**src/rtl/fbrect_pkg.sv**
```systemverilog
package fbrect_pkg;

    localparam int unsigned MAX_DIM = 4096;

    localparam logic [1:0] CMD_BLIT  = 2'd0;
    localparam logic [1:0] CMD_FILL  = 2'd1;
    localparam logic [1:0] CMD_PIXEL = 2'd2;

    localparam logic [1:0] ST_WRITE  = 2'd0;
    localparam logic [1:0] ST_START  = 2'd1;
    localparam logic [1:0] ST_REJECT = 2'd2;
    localparam logic [1:0] ST_IDLE   = 2'd3;

    localparam logic [2:0] REG_SCREEN_WIDTH   = 3'd0;
    localparam logic [2:0] REG_SCREEN_HEIGHT  = 3'd1;
    localparam logic [2:0] REG_PAN_X          = 3'd2;
    localparam logic [2:0] REG_PAN_Y          = 3'd3;
    localparam logic [2:0] REG_LINE_STRIDE    = 3'd4;
    localparam logic [2:0] REG_BYTES_PER_PIX  = 3'd5;
    localparam logic [2:0] REG_CHANNEL_LAYOUT = 3'd6;
    localparam logic [2:0] REG_FRAME_BASE     = 3'd7;

    typedef struct packed {
        logic [12:0] screen_width;
        logic [12:0] screen_height;
        logic [11:0] pan_x;
        logic [12:0] pan_y;
        logic [15:0] line_stride;
        logic [2:0]  bytes_per_pixel;
        logic [26:0] channel_layout;
        logic [31:0] frame_base;
    } t_cfg;

    localparam t_cfg CFG_RESET = '{
        screen_width:    13'd1920,
        screen_height:   13'd1080,
        pan_x:           12'd0,
        pan_y:           13'd0,
        line_stride:     16'd7680,
        bytes_per_pixel: 3'd4,
        channel_layout:  27'd8438800,
        frame_base:      32'd0
    };

    // one request between the control stage and the write stage
    typedef struct packed {
        logic [1:0]  status;
        logic [13:0] line;
        logic [13:0] col;
        logic [23:0] rgb;
        logic        last;
    } t_job;

endpackage

```
**src/rtl/framebuffer_rect_blit_fill.sv**
```systemverilog
// Rectangle writer for a linear packed-pixel framebuffer.
// Input channel (i_valid / o_stall): one request per accepted cycle. Start
// commands (blit or fill) open a rectangle checked against the screen size;
// pixel commands each produce one result, a write request while a rectangle
// is open; the unused command code is consumed and produces nothing.
// Output channel (o_valid / i_stall): status, byte address, packed data,
// byte count and a last flag on the final pixel of the rectangle.
// A control stage (rectangle walk, coordinate sums) and a write stage
// (address multiply-add, channel packing) each end in a register.
// Throughput is one request per clock while the output is not stalled;
// the line-stride multiply in the write stage sets the clock period.
// A stall on the output holds the result register; the control stage keeps
// accepting until it too is full, then o_stall rises in the same cycle.
// Reset (synchronous, active low) empties both stages, closes any open
// rectangle and loads the register defaults (1920x1080, stride 7680,
// 4 bytes per pixel, base 0, layout red 0 bits at 16, green 3 bits at 2,
// blue 1 bit at 0). Configuration is written through
// i_cfg_we / i_cfg_index / i_cfg_data while no requests are in flight.
module framebuffer_rect_blit_fill (
    input  logic        i_clk,
    input  logic        i_rst_n,
    input  logic        i_cfg_we,
    input  logic [2:0]  i_cfg_index,
    input  logic [31:0] i_cfg_data,
    input  logic        i_valid,
    output logic        o_stall,
    input  logic [1:0]  i_command,
    input  logic [11:0] i_rect_x,
    input  logic [11:0] i_rect_y,
    input  logic [12:0] i_rect_w,
    input  logic [12:0] i_rect_h,
    input  logic        i_flip,
    input  logic [7:0]  i_red,
    input  logic [7:0]  i_green,
    input  logic [7:0]  i_blue,
    output logic        o_valid,
    input  logic        i_stall,
    output logic [1:0]  o_status,
    output logic [31:0] o_write_address,
    output logic [31:0] o_write_data,
    output logic [2:0]  o_byte_count,
    output logic        o_last
);
    import fbrect_pkg::*;

    t_cfg r_cfg;
    t_job job;
    logic job_valid;
    logic out_ready;
    logic advance;
    logic accept;

    always_ff @(posedge i_clk) begin
        if (!i_rst_n) begin
            r_cfg <= CFG_RESET;
        end else if (i_cfg_we) begin
            unique case (i_cfg_index)
                REG_SCREEN_WIDTH:   r_cfg.screen_width    <= i_cfg_data[12:0];
                REG_SCREEN_HEIGHT:  r_cfg.screen_height   <= i_cfg_data[12:0];
                REG_PAN_X:          r_cfg.pan_x           <= i_cfg_data[11:0];
                REG_PAN_Y:          r_cfg.pan_y           <= i_cfg_data[12:0];
                REG_LINE_STRIDE:    r_cfg.line_stride     <= i_cfg_data[15:0];
                REG_BYTES_PER_PIX:  r_cfg.bytes_per_pixel <= i_cfg_data[2:0];
                REG_CHANNEL_LAYOUT: r_cfg.channel_layout  <= i_cfg_data[26:0];
                REG_FRAME_BASE:     r_cfg.frame_base      <= i_cfg_data;
                default:            r_cfg                 <= r_cfg;
            endcase
        end
    end

    assign out_ready = !o_valid || !i_stall;
    assign advance   = job_valid && out_ready;
    assign o_stall   = job_valid && !out_ready;
    assign accept    = i_valid && !o_stall;

    fbrect_ctrl u_ctrl (
        .i_clk       (i_clk),
        .i_rst_n     (i_rst_n),
        .i_cfg       (r_cfg),
        .i_accept    (accept),
        .i_advance   (advance),
        .i_command   (i_command),
        .i_rect_x    (i_rect_x),
        .i_rect_y    (i_rect_y),
        .i_rect_w    (i_rect_w),
        .i_rect_h    (i_rect_h),
        .i_flip      (i_flip),
        .i_red       (i_red),
        .i_green     (i_green),
        .i_blue      (i_blue),
        .o_job_valid (job_valid),
        .o_job       (job)
    );

    fbrect_write u_write (
        .i_clk           (i_clk),
        .i_rst_n         (i_rst_n),
        .i_cfg           (r_cfg),
        .i_load          (advance),
        .i_unload        (!i_stall),
        .i_job           (job),
        .o_valid         (o_valid),
        .o_status        (o_status),
        .o_write_address (o_write_address),
        .o_write_data    (o_write_data),
        .o_byte_count    (o_byte_count),
        .o_last          (o_last)
    );

endmodule

```
**src/rtl/fbrect_ctrl.sv**
```systemverilog
module fbrect_ctrl (
    input  logic               i_clk,
    input  logic               i_rst_n,
    input  fbrect_pkg::t_cfg   i_cfg,
    input  logic               i_accept,
    input  logic               i_advance,
    input  logic [1:0]         i_command,
    input  logic [11:0]        i_rect_x,
    input  logic [11:0]        i_rect_y,
    input  logic [12:0]        i_rect_w,
    input  logic [12:0]        i_rect_h,
    input  logic               i_flip,
    input  logic [7:0]         i_red,
    input  logic [7:0]         i_green,
    input  logic [7:0]         i_blue,
    output logic               o_job_valid,
    output fbrect_pkg::t_job   o_job
);
    import fbrect_pkg::*;

    localparam logic [1:0] MODE_IDLE = 2'd0;
    localparam logic [1:0] MODE_BLIT = 2'd1;
    localparam logic [1:0] MODE_FILL = 2'd2;

    localparam logic [12:0] DIM_LIMIT = 13'(MAX_DIM > 8191 ? 8191 : MAX_DIM);
    localparam logic        DIM_ANY   = (MAX_DIM > 8191);

    logic [1:0]  r_mode,  n_mode;
    logic [11:0] r_x,     n_x;
    logic [11:0] r_y,     n_y;
    logic [12:0] r_w,     n_w;
    logic [12:0] r_h,     n_h;
    logic        r_flip,  n_flip;
    logic [11:0] r_col,   n_col;
    logic [11:0] r_row,   n_row;
    logic [23:0] r_fill,  n_fill;
    logic        r_valid, n_valid;
    t_job        r_job,   n_job;

    logic        ok;
    logic [12:0] col_inc;
    logic [12:0] row_inc;
    logic [11:0] dst_row;
    logic [13:0] x_end;
    logic [13:0] y_end;
    logic        w_ok;
    logic        h_ok;

    always_comb begin
        x_end   = {2'b0, i_rect_x} + {1'b0, i_rect_w};
        y_end   = {2'b0, i_rect_y} + {1'b0, i_rect_h};
        w_ok    = (i_rect_w != '0) && (DIM_ANY || i_rect_w <= DIM_LIMIT);
        h_ok    = (i_rect_h != '0) && (DIM_ANY || i_rect_h <= DIM_LIMIT);
        ok      = w_ok && h_ok && (x_end <= {1'b0, i_cfg.screen_width})
                  && (y_end <= {1'b0, i_cfg.screen_height});
        col_inc = {1'b0, r_col} + 13'd1;
        row_inc = {1'b0, r_row} + 13'd1;
        dst_row = r_flip ? 12'(r_h - 13'd1 - {1'b0, r_row}) : r_row;

        n_mode  = r_mode;
        n_x     = r_x;
        n_y     = r_y;
        n_w     = r_w;
        n_h     = r_h;
        n_flip  = r_flip;
        n_col   = r_col;
        n_row   = r_row;
        n_fill  = r_fill;
        n_valid = 1'b1;
        n_job   = '0;

        unique case (i_command)
            CMD_BLIT, CMD_FILL: begin
                if (!ok) begin
                    n_mode       = MODE_IDLE;
                    n_job.status = ST_REJECT;
                end else begin
                    n_mode       = (i_command == CMD_BLIT) ? MODE_BLIT : MODE_FILL;
                    n_x          = i_rect_x;
                    n_y          = i_rect_y;
                    n_w          = i_rect_w;
                    n_h          = i_rect_h;
                    n_flip       = (i_command == CMD_BLIT) ? i_flip : 1'b0;
                    n_col        = '0;
                    n_row        = '0;
                    if (i_command == CMD_FILL) begin
                        n_fill = {i_red, i_green, i_blue};
                    end
                    n_job.status = ST_START;
                end
            end
            CMD_PIXEL: begin
                if (r_mode != MODE_BLIT && r_mode != MODE_FILL) begin
                    n_job.status = ST_IDLE;
                end else begin
                    n_job.status = ST_WRITE;
                    n_job.line   = {2'b0, r_y} + {1'b0, i_cfg.pan_y} + {2'b0, dst_row};
                    n_job.col    = {2'b0, r_x} + {2'b0, i_cfg.pan_x} + {2'b0, r_col};
                    n_job.rgb    = (r_mode == MODE_FILL) ? r_fill
                                                         : {i_red, i_green, i_blue};
                    if (col_inc >= r_w) begin
                        n_col = '0;
                        if (row_inc >= r_h) begin
                            n_row      = '0;
                            n_job.last = 1'b1;
                            n_mode     = MODE_IDLE;
                        end else begin
                            n_row = row_inc[11:0];
                        end
                    end else begin
                        n_col = col_inc[11:0];
                    end
                end
            end
            default: begin
                n_valid = 1'b0;
            end
        endcase
    end

    always_ff @(posedge i_clk) begin
        if (!i_rst_n) begin
            r_mode  <= MODE_IDLE;
            r_x     <= '0;
            r_y     <= '0;
            r_w     <= '0;
            r_h     <= '0;
            r_flip  <= 1'b0;
            r_col   <= '0;
            r_row   <= '0;
            r_fill  <= '0;
            r_valid <= 1'b0;
        end else if (i_accept) begin
            r_mode  <= n_mode;
            r_x     <= n_x;
            r_y     <= n_y;
            r_w     <= n_w;
            r_h     <= n_h;
            r_flip  <= n_flip;
            r_col   <= n_col;
            r_row   <= n_row;
            r_fill  <= n_fill;
            r_valid <= n_valid;
        end else if (i_advance) begin
            r_valid <= 1'b0;
        end
    end

    always_ff @(posedge i_clk) begin
        if (i_accept) begin
            r_job <= n_job;
        end
    end

    assign o_job_valid = r_valid;
    assign o_job       = r_job;

endmodule

```
**src/rtl/fbrect_write.sv**
```systemverilog
module fbrect_write (
    input  logic               i_clk,
    input  logic               i_rst_n,
    input  fbrect_pkg::t_cfg   i_cfg,
    input  logic               i_load,
    input  logic               i_unload,
    input  fbrect_pkg::t_job   i_job,
    output logic               o_valid,
    output logic [1:0]         o_status,
    output logic [31:0]        o_write_address,
    output logic [31:0]        o_write_data,
    output logic [2:0]         o_byte_count,
    output logic               o_last
);
    import fbrect_pkg::*;

    function automatic logic [31:0] f_chan(input logic [7:0] v, input logic [3:0] len,
                                           input logic [4:0] off);
        logic [7:0]  bits;
        logic [39:0] wide;
        begin
            if (len == 4'd0) begin
                bits = '0;
            end else if (len >= 4'd8) begin
                bits = v;
            end else begin
                bits = v >> (4'd8 - len);
            end
            wide = {32'b0, bits} << off;
            return wide[31:0];
        end
    endfunction

    logic        r_valid;
    logic [1:0]  r_status,  n_status;
    logic [31:0] r_address, n_address;
    logic [31:0] r_data,    n_data;
    logic [2:0]  r_count,   n_count;
    logic        r_last,    n_last;

    logic [29:0] line_bytes;
    logic [16:0] col_bytes;
    logic [31:0] packed_px;
    logic [31:0] mask;
    logic [2:0]  cnt;
    logic [26:0] cl;

    always_comb begin
        cl         = i_cfg.channel_layout;
        line_bytes = i_job.line * i_cfg.line_stride;
        col_bytes  = i_job.col * i_cfg.bytes_per_pixel;
        packed_px  = f_chan(i_job.rgb[23:16], cl[8:5],   cl[4:0])
                   | f_chan(i_job.rgb[15:8],  cl[17:14], cl[13:9])
                   | f_chan(i_job.rgb[7:0],   cl[26:23], cl[22:18]);
        cnt        = (i_cfg.bytes_per_pixel > 3'd4) ? 3'd4 : i_cfg.bytes_per_pixel;
        unique case (cnt)
            3'd0:    mask = 32'h0000_0000;
            3'd1:    mask = 32'h0000_00FF;
            3'd2:    mask = 32'h0000_FFFF;
            3'd3:    mask = 32'h00FF_FFFF;
            default: mask = 32'hFFFF_FFFF;
        endcase

        n_status  = i_job.status;
        n_last    = i_job.last;
        if (i_job.status == ST_WRITE) begin
            n_address = i_cfg.frame_base + {2'b0, line_bytes} + {15'b0, col_bytes};
            n_data    = packed_px & mask;
            n_count   = cnt;
        end else begin
            n_address = '0;
            n_data    = '0;
            n_count   = '0;
        end
    end

    always_ff @(posedge i_clk) begin
        if (!i_rst_n) begin
            r_valid <= 1'b0;
        end else if (i_load) begin
            r_valid <= 1'b1;
        end else if (i_unload) begin
            r_valid <= 1'b0;
        end
    end

    always_ff @(posedge i_clk) begin
        if (i_load) begin
            r_status  <= n_status;
            r_address <= n_address;
            r_data    <= n_data;
            r_count   <= n_count;
            r_last    <= n_last;
        end
    end

    assign o_valid         = r_valid;
    assign o_status        = r_status;
    assign o_write_address = r_address;
    assign o_write_data    = r_data;
    assign o_byte_count    = r_count;
    assign o_last          = r_last;

endmodule

```
**config.mk**
```make
export PLATFORM = sky130hd
export DESIGN_NAME = framebuffer_rect_blit_fill
export DESIGN_NICKNAME = d
export VERILOG_FILES = /design/src/rtl/fbrect_pkg.sv /design/src/rtl/framebuffer_rect_blit_fill.sv /design/src/rtl/fbrect_ctrl.sv /design/src/rtl/fbrect_write.sv
export SDC_FILE = /design/constraint.sdc
export NUM_CORES = 2
export LEC_CHECK = 0
export BUFFER_PORTS_ARGS = -buffer_cell sky130_fd_sc_hd__clkbuf_2
export CAP_MARGIN = 5
export CORE_MARGIN = 2
export CORE_UTILIZATION = 30
export DETAILED_ROUTE_END_ITERATION = 6
export GPL_TIMING_DRIVEN = 1
export PLACE_DENSITY = 0.5
export SYNTH_ARGS = -nofsm -noshare
export SYNTH_HDL_FRONTEND = slang
export SYNTH_SLANG_ARGS = --single-unit
```
**constraint.sdc**
```tcl
create_clock -name i_clk -period 9.7 [get_ports i_clk]
set_input_delay 1.94 -clock i_clk [delete_from_list [all_inputs] [get_ports i_clk]]
set_output_delay 1.94 -clock i_clk [all_outputs]
set_load 0.005 [all_outputs]
```
==> flow_summary.toml <==
[critical_path]
critPathMostFrequentCell = "fa_1"
worstPathMaxFanout = 23
crit_path_end_kind = "flop"
worst-path-buf-inv = 3
startpoint_type = "flop"
cpMaxStageDelayCell = "dfxtp_1"
cp.arrival_ns = 7.24
path_class = "reg2reg"
cp_data_required_time_ns = 10.00
worstPathCellList = "nand2_1 > fa_1 > fa_1 > fa_1 > inv_1 > fa_1 > fa_1 > inv_1 > fa_1 > inv_1 > ha_1 > a21o_1 > a21oi_1 > o21ai_0 > a311oi_1 > a21oi_1 > o31ai_1 > o311ai_0"
slowest_delay_ns = 0.99
crit_family = "adder cells"

[global_route]
gr-usage-met1_pct = 26.3
gr-usage-all-layers_pct = 18.2
use_met2_pct = 28.4
met3_usage_pct = 2.98
grt_antenna_before_repair = 11
first_global_vias = 24800
grt_busiest_layer = "met2"
grt_max_degree = 111
grt_pass1_wl_um = 152000
overflow = 0

[placement]
hpwl_um = 77800
gp_congestion = 0.884
place_area_um2 = 33700
io_buffers = 188

[floorplan]
core_area_um2 = 104000
fp.dieArea_um2 = 107000
fp.dieW_um = 328
io_pins = 189
start_util_pct = 30.3
dieHeight_um = 328
num_rows = 118

[sta]
finalSetupViolations = 0
drv_slew = 0
finalCritPeriodShare_pct = 71.6
rsz0062_at_grt = "no"
worst_pin_slew_ns = 1.21
hold_viol = 0
min_period_ns = 6.95
timing.slew.headroom_pct = 18.7
max_freq_mhz = 144
fin_skew_ns = 0.0286
setup_tns_ns = 0

[routing]
num_vias = 25600
drt_first_pass_iters = 5
ant_nets = 0
via_per_inst = 4.94
wl_um = 98800
avgRoutedWirePerCell_um = 19.1
drt_iter0_drc = 1910
drc_errors = 0

[status]
status = "completed"

[clock_network]
cts_root_buf = "clkbuf_16"
clock_sink_count = 357
cts_resized = 0
clockBufferDepth = 3
post-cts-setup-buffers = 0
cts_tree = "done"
clk_latency_ns = 0.61
clkTransAtPathRegs_ns = 0.06
cts_hold_buf = 0
htree_levels = 2
cts_buffers = 47

[power]
ir_drop_mv = 0.120
combinationalPowerShare_pct = 23.8
p_seq_share_pct = 36.0
internal-power_mw = 3.14
leakage_nw = 15.4
clock_power_share_pct = 40.2
swShare_pct = 31.6
power_switching_mw = 1.45
p_per_area_nw_per_um2 = 130

[cells_and_area]
nets = 4363
fill_cells = 10900
multi_input_area_um2 = 20600
drive_above_1_share_pct = 9.16
area_delta_synth_final_pct = 12.3
register_area_um2 = 8400
fin_area_um2 = 35300

[worst_hold_path]
min_path_type = "reg2reg"

[synth]
synth_edf_count = 125
syn_area_um2 = 31500
synth.distinct_cells = 81
synth_common_cells = "nand2_1 (578), inv_1 (494), fa_1 (255)"
yosys_warnings = 0
ys_seq_area_share_pct = 26.7
synth_top_area_share_pct = 16.2
synthFlopType = "dfxtp_1"
syn_nets = 4274
yosysTopAreaCell = "fa_1"
syn_inst = 3672
synth_area_per_cell_um2 = 8.57
synthArstFlopShare_pct = 0
yosysMostFrequentCell = "nand2_1"
yosys_register_bits = 357
netlist_top_cells_area = "fa_1 (16%), dfxtp_1 (15%), edfxtp_1 (12%)"

[run]
maxCapViolations = 0
area by class of cell:
class,instances,area share [%]
clock buffers,67,3.92
clock inverters,21,0.786
inverters,496,5.28
well taps,1380,4.88
repair buffers,208,3.09
flip-flops and latches,357,23.8
diodes,4,0.0283
multi-input cells,2651,58.3
cell usage in the layout, fill, tap and decap left out, types with 47 or more instances in the layout:
| master | instances |
|---|---|
| a21o_1 | 47 |
| a21oi_1 | 231 |
| and2_1 | 143 |
| clkbuf_16 | 51 |
| clkbuf_2 | 187 |
| dfxtp_1 | 232 |
| edfxtp_1 | 125 |
| fa_1 | 255 |
| ha_1 | 230 |
| inv_1 | 494 |
| mux2i_1 | 121 |
| nand2_1 | 578 |
| nand3_1 | 65 |
| nor2_1 | 230 |
| o21ai_0 | 106 |
| xnor2_1 | 62 |
through the flow:
stage,util (%),worst slack [ns],hold slack (ns),std cells,total power [mW]
4_1_cts,34.0,2.80,0.454,5179,4.66
5_1_grt,34.0,2.37,0.471,5181,4.87
3_5_place_dp,32.4,2.23,0.446,5091,2.79
6_report,34.1,2.75,0.452,5184,4.60
2_1_floorplan,-,2.06,0.400,3672,2.45
3_3_place_gp,32.4,2.25,0.441,5091,2.78
power by group through the flow:
| stage | sequential, mW | clock [mW] | combinational (mW) |
|---|---|---|---|
| 2_1_floorplan | 1.65 | 0 | 0.797 |
| 3_3_place_gp | 1.69 | 0 | 1.10 |
| 3_5_place_dp | 1.69 | 0 | 1.10 |
| 4_1_cts | 1.65 | 1.90 | 1.11 |
| 5_1_grt | 1.66 | 1.96 | 1.25 |
| 6_report | 1.65 | 1.85 | 1.09 |
worst reg2reg max path, cell delays in order, from the launching register on:
cell      delay [ns]
dfxtp_1         0.99
nand2_1         0.19
fa_1            0.56
fa_1            0.52
fa_1            0.51
inv_1           0.08
fa_1            0.50
fa_1            0.49
inv_1           0.05
fa_1            0.47
inv_1           0.04
ha_1            0.35
a21o_1          0.22
a21oi_1         0.19
o21ai_0         0.20
a311oi_1        0.47
a21oi_1         0.24
o31ai_1         0.39
o311ai_0        0.18
worst paths after layout:
check,from,to,slack [ns],cells after the start
worst max-delay path,r_cfg[61],u_write.o_write_address[29],2.75,18
worst min-delay path,r_cfg[81],r_cfg[81],0.45,2
worst max register to register,r_cfg[61],u_write.o_write_address[29],2.75,18
worst min register to register,r_cfg[81],r_cfg[81],0.45,2
flip-flops by register name, indices dropped and copies added (netlist names), 2 cells and up:
signal and count:
u_write.o_write_data 32, u_write.o_status 2, u_ctrl.r_mode 2, u_write.o_write_address 32
u_ctrl.r_row 12, u_ctrl.r_y 12, u_write.o_byte_count 3, u_ctrl.r_h 13
u_ctrl.r_fill 24, u_ctrl.r_col 12, u_ctrl.o_job 55, u_ctrl.r_x 12
r_cfg 129, u_ctrl.r_w 13
routing by layer:
metal  wire (um)  share of wire (%)  vias up
li1            -                  -    12500
met1       47600                 48    12400
met2       43600                 44      609
met3        5570                5.6      111
met4        1900                1.9       14
met5          91              0.092        -
cells by family (layout without fill, tap and decap cells):
group,count (synthesis),after routing,share of synthesized area (%)
other,0,4,0
multiplexers,147,147,5.21
flip-flops,357,357,26.7
AND/OR/NAND/NOR,1252,1252,18.3
buffers and inverters,664,792,7.97
AO/OA/AOI/OAI,677,677,14.0
XOR/XNOR,90,90,2.51
adder cells (fa/ha/maj),485,485,25.4
No activity file was read; power rests on OpenSTA's default activity.
